### src/rtl/hbv_pkg.sv
`default_nettype none
package hbv_pkg;

  localparam int FRAC_BITS = 16;
  localparam int WORD_W    = 32;
  localparam int CONC_W    = FRAC_BITS + 1;
  localparam int IDX_W     = 20;
  localparam int EPS_W     = 16;
  localparam int CFG_IDX_W = 3;

  localparam int ROOT_W    = (WORD_W + FRAC_BITS + 1) / 2;
  localparam int X_W       = ROOT_W + 1;
  localparam int POS_W     = $clog2(X_W);
  localparam int MANT_BITS = 30;
  localparam int MANT_W    = MANT_BITS + 1;
  localparam int LG_W      = FRAC_BITS + POS_W + 1;
  localparam int E_W       = IDX_W + 1;
  localparam int T_W       = E_W + LG_W - FRAC_BITS;
  localparam int K_W       = T_W - FRAC_BITS;
  localparam int DIV_W     = WORD_W + FRAC_BITS;

  localparam int LATENCY   = ROOT_W + DIV_W + 3;
  localparam int BN_DLY    = ROOT_W - 1;
  localparam int PARAM_DLY = ROOT_W + FRAC_BITS;
  localparam int T1_DLY    = DIV_W - 2 * FRAC_BITS - 4;

  localparam logic [CONC_W-1:0] CONC_ONE = CONC_W'(1) << FRAC_BITS;
  localparam logic [WORD_W-1:0] WORD_MAX = '1;

  typedef enum logic [CFG_IDX_W-1:0] {
    CFG_BINGHAM_ONE = 3'd0,
    CFG_BINGHAM_TWO = 3'd1,
    CFG_INDEX_ONE   = 3'd2,
    CFG_INDEX_TWO   = 3'd3,
    CFG_CONSIST     = 3'd4,
    CFG_EPS         = 3'd5
  } cfg_idx_t;

  typedef struct packed {
    logic [WORD_W-1:0] term;
    logic              ovf;
  } pow_t;

  // The n-th factor 2^(2^-n) in Q1.30, by repeated floored square roots.
  function automatic logic [63:0] exp_root(input int n);
    logic [63:0] r;
    logic [63:0] v;
    logic [63:0] b;
    logic [63:0] res;
    r = 64'd1 << (MANT_BITS + 1);
    for (int j = 1; j <= n; j++) begin
      v   = r << MANT_BITS;
      res = '0;
      b   = 64'd1 << 62;
      for (int k = 0; k < 32; k++) begin
        if (v >= res + b) begin
          v   = v - (res + b);
          res = (res >> 1) + b;
        end else begin
          res = res >> 1;
        end
        b = b >> 2;
      end
      r = res;
    end
    return r;
  endfunction

endpackage
`default_nettype wire

### src/rtl/hbv_sqrt.sv
`default_nettype none
module hbv_sqrt import hbv_pkg::*; (
  input  logic              clk,
  input  logic              en,
  input  logic [WORD_W-1:0] s,
  output logic [ROOT_W-1:0] root
);

  localparam int V_W = 2 * ROOT_W;

  logic [V_W-1:0]    rad [ROOT_W];
  logic [ROOT_W:0]   rem [ROOT_W];
  logic [ROOT_W-1:0] rt  [ROOT_W];

  for (genvar j = 0; j < ROOT_W; j++) begin : g_stage
    logic [V_W-1:0]    rad_i;
    logic [ROOT_W:0]   rem_i;
    logic [ROOT_W-1:0] rt_i;
    logic [ROOT_W+2:0] cur;
    logic [ROOT_W+2:0] trial;
    logic [ROOT_W+2:0] diff;
    logic              ge;

    if (j == 0) begin : g_first
      assign rad_i = V_W'({s, {FRAC_BITS{1'b0}}});
      assign rem_i = '0;
      assign rt_i  = '0;
    end else begin : g_next
      assign rad_i = rad[j-1];
      assign rem_i = rem[j-1];
      assign rt_i  = rt[j-1];
    end

    assign cur   = {rem_i, rad_i[V_W-1 -: 2]};
    assign trial = {1'b0, rt_i, 2'b01};
    assign ge    = cur >= trial;
    assign diff  = cur - trial;

    always_ff @(posedge clk) begin
      if (en) begin
        rad[j] <= rad_i << 2;
        rem[j] <= ge ? diff[ROOT_W:0] : cur[ROOT_W:0];
        rt[j]  <= {rt_i[ROOT_W-2:0], ge};
      end
    end
  end

  assign root = rt[ROOT_W-1];

endmodule
`default_nettype wire

### config.mk
export PLATFORM = sky130hd
export DESIGN_NAME = hbv_sqrt
export DESIGN_NICKNAME = d
export VERILOG_FILES = /design/src/rtl/hbv_pkg.sv /design/src/rtl/hbv_sqrt.sv
export SDC_FILE = /design/constraint.sdc
export NUM_CORES = 2
export LEC_CHECK = 0
export BUFFER_PORTS_ARGS = -buffer_cell sky130_fd_sc_hd__buf_4
export CAP_MARGIN = 20
export CORE_MARGIN = 5
export CORE_UTILIZATION = 58
export DETAILED_ROUTE_END_ITERATION = 16
export PLACE_DENSITY = 0.86
export SYNTH_ARGS = -nofsm -noshare
export SYNTH_HDL_FRONTEND = slang
export SYNTH_SLANG_ARGS = --single-unit
### constraint.sdc
create_clock -name clk -period 3.4 [get_ports clk]
set_input_delay 0.17 -clock clk [delete_from_list [all_inputs] [get_ports clk]]
set_output_delay 0.17 -clock clk [all_outputs]
set_load 0.02 [all_outputs]
==> flow_metrics.tcl <==
set metrics [dict create \
    outcome "completed" \
    gp_congestion 0.9075 \
    vias 34070 \
    yosysSeqAreaShare_pct 60.52 \
    multi_input_area_um2 19540 \
    io_pins 58 \
    reg2regPathDepth 12 \
    core_um2 91520 \
    fillers 6276 \
    dieArea_um2 98210 \
    regArea_um2 32310 \
    p_sw_uw 10030 \
    synth_area_leaders "edfxtp_1, ha_1, xnor2_1" \
    cts_buffer_depth 3 \
    synth_top_flop_cell "edfxtp_1" \
    final_max_slew_viol_count 0 \
    synth_nets 4702 \
    hold_viol_final 0 \
    syn_area_per_cell_um2 12.27 \
    cts_num_sinks 1076 \
    critPathKind "reg2reg" \
    rows 111 \
    grt_first_pass_wirelength_mm 167.2 \
    rsz0062_at_grt "yes" \
    fmax_mhz 299.3 \
    required_ns 3.82 \
    area_growth_pct 12.65 \
    initial_utilization_pct 58.33 \
    antenna_found_initial 1 \
    grtUsageTotal_pct 20.40 \
    final_antenna_net_count 0 \
    sw_frac_of_total_pct 27.08 \
    dieHeight_um 313.4 \
    drt-initial-drc-count 2768 \
    maxCapViolations 0 \
    reg2reg_from "rem[2][75]" \
    max_slew_margin_pct 48.20 \
    intPower_uw 27000 \
    wl_per_cell_um 17.42 \
    ys_ff_latch 1076 \
    hpwl_mm 72.11 \
    synth-edff-count 1076 \
    min_period_ns 3.342 \
    routed_wl_mm 102.3 \
    cts_root_buffer "clkbuf_16" \
    hold_end "rad[0][25]" \
    ir_worst_vdd_mv 0.4236 \
    grt_max_degree 107 \
    ys_warn_count 0 \
    pwr-share-comb_pct 19.8 \
    netlist.area_leader.share_pct 60.52 \
    nets 4946 \
    path_clk_slew_ns 0.06 \
    power_leakage_uw 0.02358 \
    grt.overflow.total 0 \
    firstDrtPassIters 8 \
    cts_buffers 107 \
    viasPerCell 5.802 \
    hold_ws_ns 0.2088 \
    cts_tree "done" \
    h-tree-depth 3 \
    setup_viol 0 \
    worst_clock_skew_ns 0.01990 \
    die_w_um 313.4 \
    ys_async_sr_fraction_pct 0 \
    synthCells 4351 \
    syn_area_um2 53390 \
    endpoint_kind "flop" \
    finalSetupTns_ns 0 \
    timing.final.crit_share_pct 98.28 \
    io_buffer_count 57 \
    regToRegEndpoint "rem[2][124]" \
    critPathLaunchType "flop" \
    cp_max_fo 5 \
    min_path_type "in2reg" \
    first_global_vias 33930 \
    clockPowerShare_pct 32.0 \
    seqPwrFrac_pct 48.3 \
    synth_cell_types 81 \
    final_util_pct 65.71 \
    drive_gt1_share_pct 9.904 \
    r2r_setup_slack_ns 0.06 \
    drc 0 \
    hold-path-cell-count 2 \
    synth_top_area_cell "edfxtp_1" \
    tightest_slew_ns 0.7673 \
    clock_latency_ns 0.68 \
    arrival_ns 3.76 \
    p_per_area_nw_per_um2 615.6 \
    hold_start "s[9]" \
]
==> cell usage after synthesis (24+ instances only) <==
cell type / instances
edfxtp_1: 1076
inv_1: 388
ha_1: 310
nand2_1: 301
nor2_1: 279
o21ai_0: 252
a21oi_1: 243
xnor2_1: 206
xor2_1: 193
nor3_1: 121
a21o_1: 99
o21a_1: 70
nand3_1: 67
or3_1: 64
clkbuf_1: 58
nand2b_1: 58
nor4_1: 46
mux2_2: 42
nor2b_1: 39
and3_1: 35
o21bai_1: 33
o31ai_1: 33
or4_1: 29
a211oi_1: 28
or2_2: 25
nand4_1: 24
==> critical path: stages, from the launching register on <==
cell and delay [ns]:
edfxtp_1 0.46, ha_2 0.25, fa_1 0.42, a211o_1 0.33, o211ai_1 0.16, a21oi_1 0.16
o31a_1 0.31, o211ai_1 0.23, buf_4 0.17, o21ai_2 0.08, a31oi_2 0.22, o211ai_1 0.13
xnor2_1 0.15
==> timing repair <==
| action | CTS | global route |
|---|---|---|
| gates resized for setup | 4 | 47 |
| gates cloned | 0 | 0 |
| endpoints found under the hold margin | 38 | 0 |
| buffers inserted | 0 | 8 |
| hold buffers | 34 | 0 |
| endpoints found under the setup margin | 9 | 107 |
| pin swaps | 2 | 9 |
==> worst max-delay path by stage <==
stage,start,to,slack [ns],depth (start not counted)
2_1_floorplan,rem[2][131],rem[2][153],0.03,11
3_3_place_gp,rem[2][125],rem[2][174],0.03,12
3_5_place_dp,rem[2][125],rem[2][174],-0.02,12
4_1_cts,rem[2][100],rem[2][149],0.02,11
5_1_grt,rem[2][75],rem[2][124],-0.06,12
6_report,rem[2][75],rem[2][124],0.06,12
==> area by class of cell <==
| cell class | instances | area share [%] |
|---|---|---|
| diodes | 1 | 0.004161 |
| clock buffers | 125 | 4.565 |
| clock inverters | 74 | 1.311 |
| inverters | 390 | 2.434 |
| multi-input cells | 2812 | 32.48 |
| flip-flops and latches | 1076 | 53.73 |
| well taps | 1186 | 2.467 |
| repair buffers | 208 | 3.010 |
==> power groups by stage <==
stage / sequential [uW] / combinational [uW] / clock (uW)
final: 17900 / 7310 / 11800
after floorplan: 17700 / 5240 / 0
after detailed placement: 18100 / 7010 / 0
after global placement: 18100 / 6710 / 0
after CTS: 17900 / 7160 / 12100
after global routing: 18000 / 8160 / 12700
==> state kept, by name, summed over array words and instances (netlist names) <==
register  cells
rt          300
rem         536
rad         240
==> kinds of logic after synthesis <==
| logic type | after synthesis | share of synthesized area (%) |
|---|---|---|
| muxes | 48 | 0.9984 |
| DFF | 1076 | 60.52 |
| AOI/OAI and AO/OA | 890 | 10.39 |
| adders and majority gates | 317 | 7.528 |
| and+or+nand+nor | 1157 | 10.72 |
| xor gates and xnor gates | 399 | 6.546 |
| buffers and inverters | 463 | 3.281 |
| other | 1 | 0.007024 |
==> through the flow <==
step                std cells  setup WS, ns  power, uW  area, um^2
finish                   5872       0.05843      37020       60140
CTS                      5862       0.01785      37090       59870
detailed placement       5629      -0.01660      25130       55990
global route             5871      -0.06430      38850       60140
global placement         5629       0.03297      24760       55990
floorplan                4351       0.02512      22980       53390
==> cells in the final DEF, fill, tap and decap left out, types with 66 or more instances in the layout <==
cell type	count
nor3_1	119
o21ai_0	245
nor2_1	279
inv_1	388
a21oi_1	238
clkbuf_16	107
a21o_1	99
nand3_1	66
xnor2_1	206
nand2_1	301
edfxtp_1	1076
ha_1	309
buf_4	158
o21a_1	69
xor2_1	193
==> per-layer routing <==
| metal | track usage [%] | wire (um) |
|---|---|---|
| met1 | 25.99 | 41890 |
| met2 | 36.03 | 52130 |
| met3 | 2.663 | 4907 |
| met4 | 7.518 | 3372 |
| met5 | 0 | 0 |
Power figures use the tool's default switching activity.
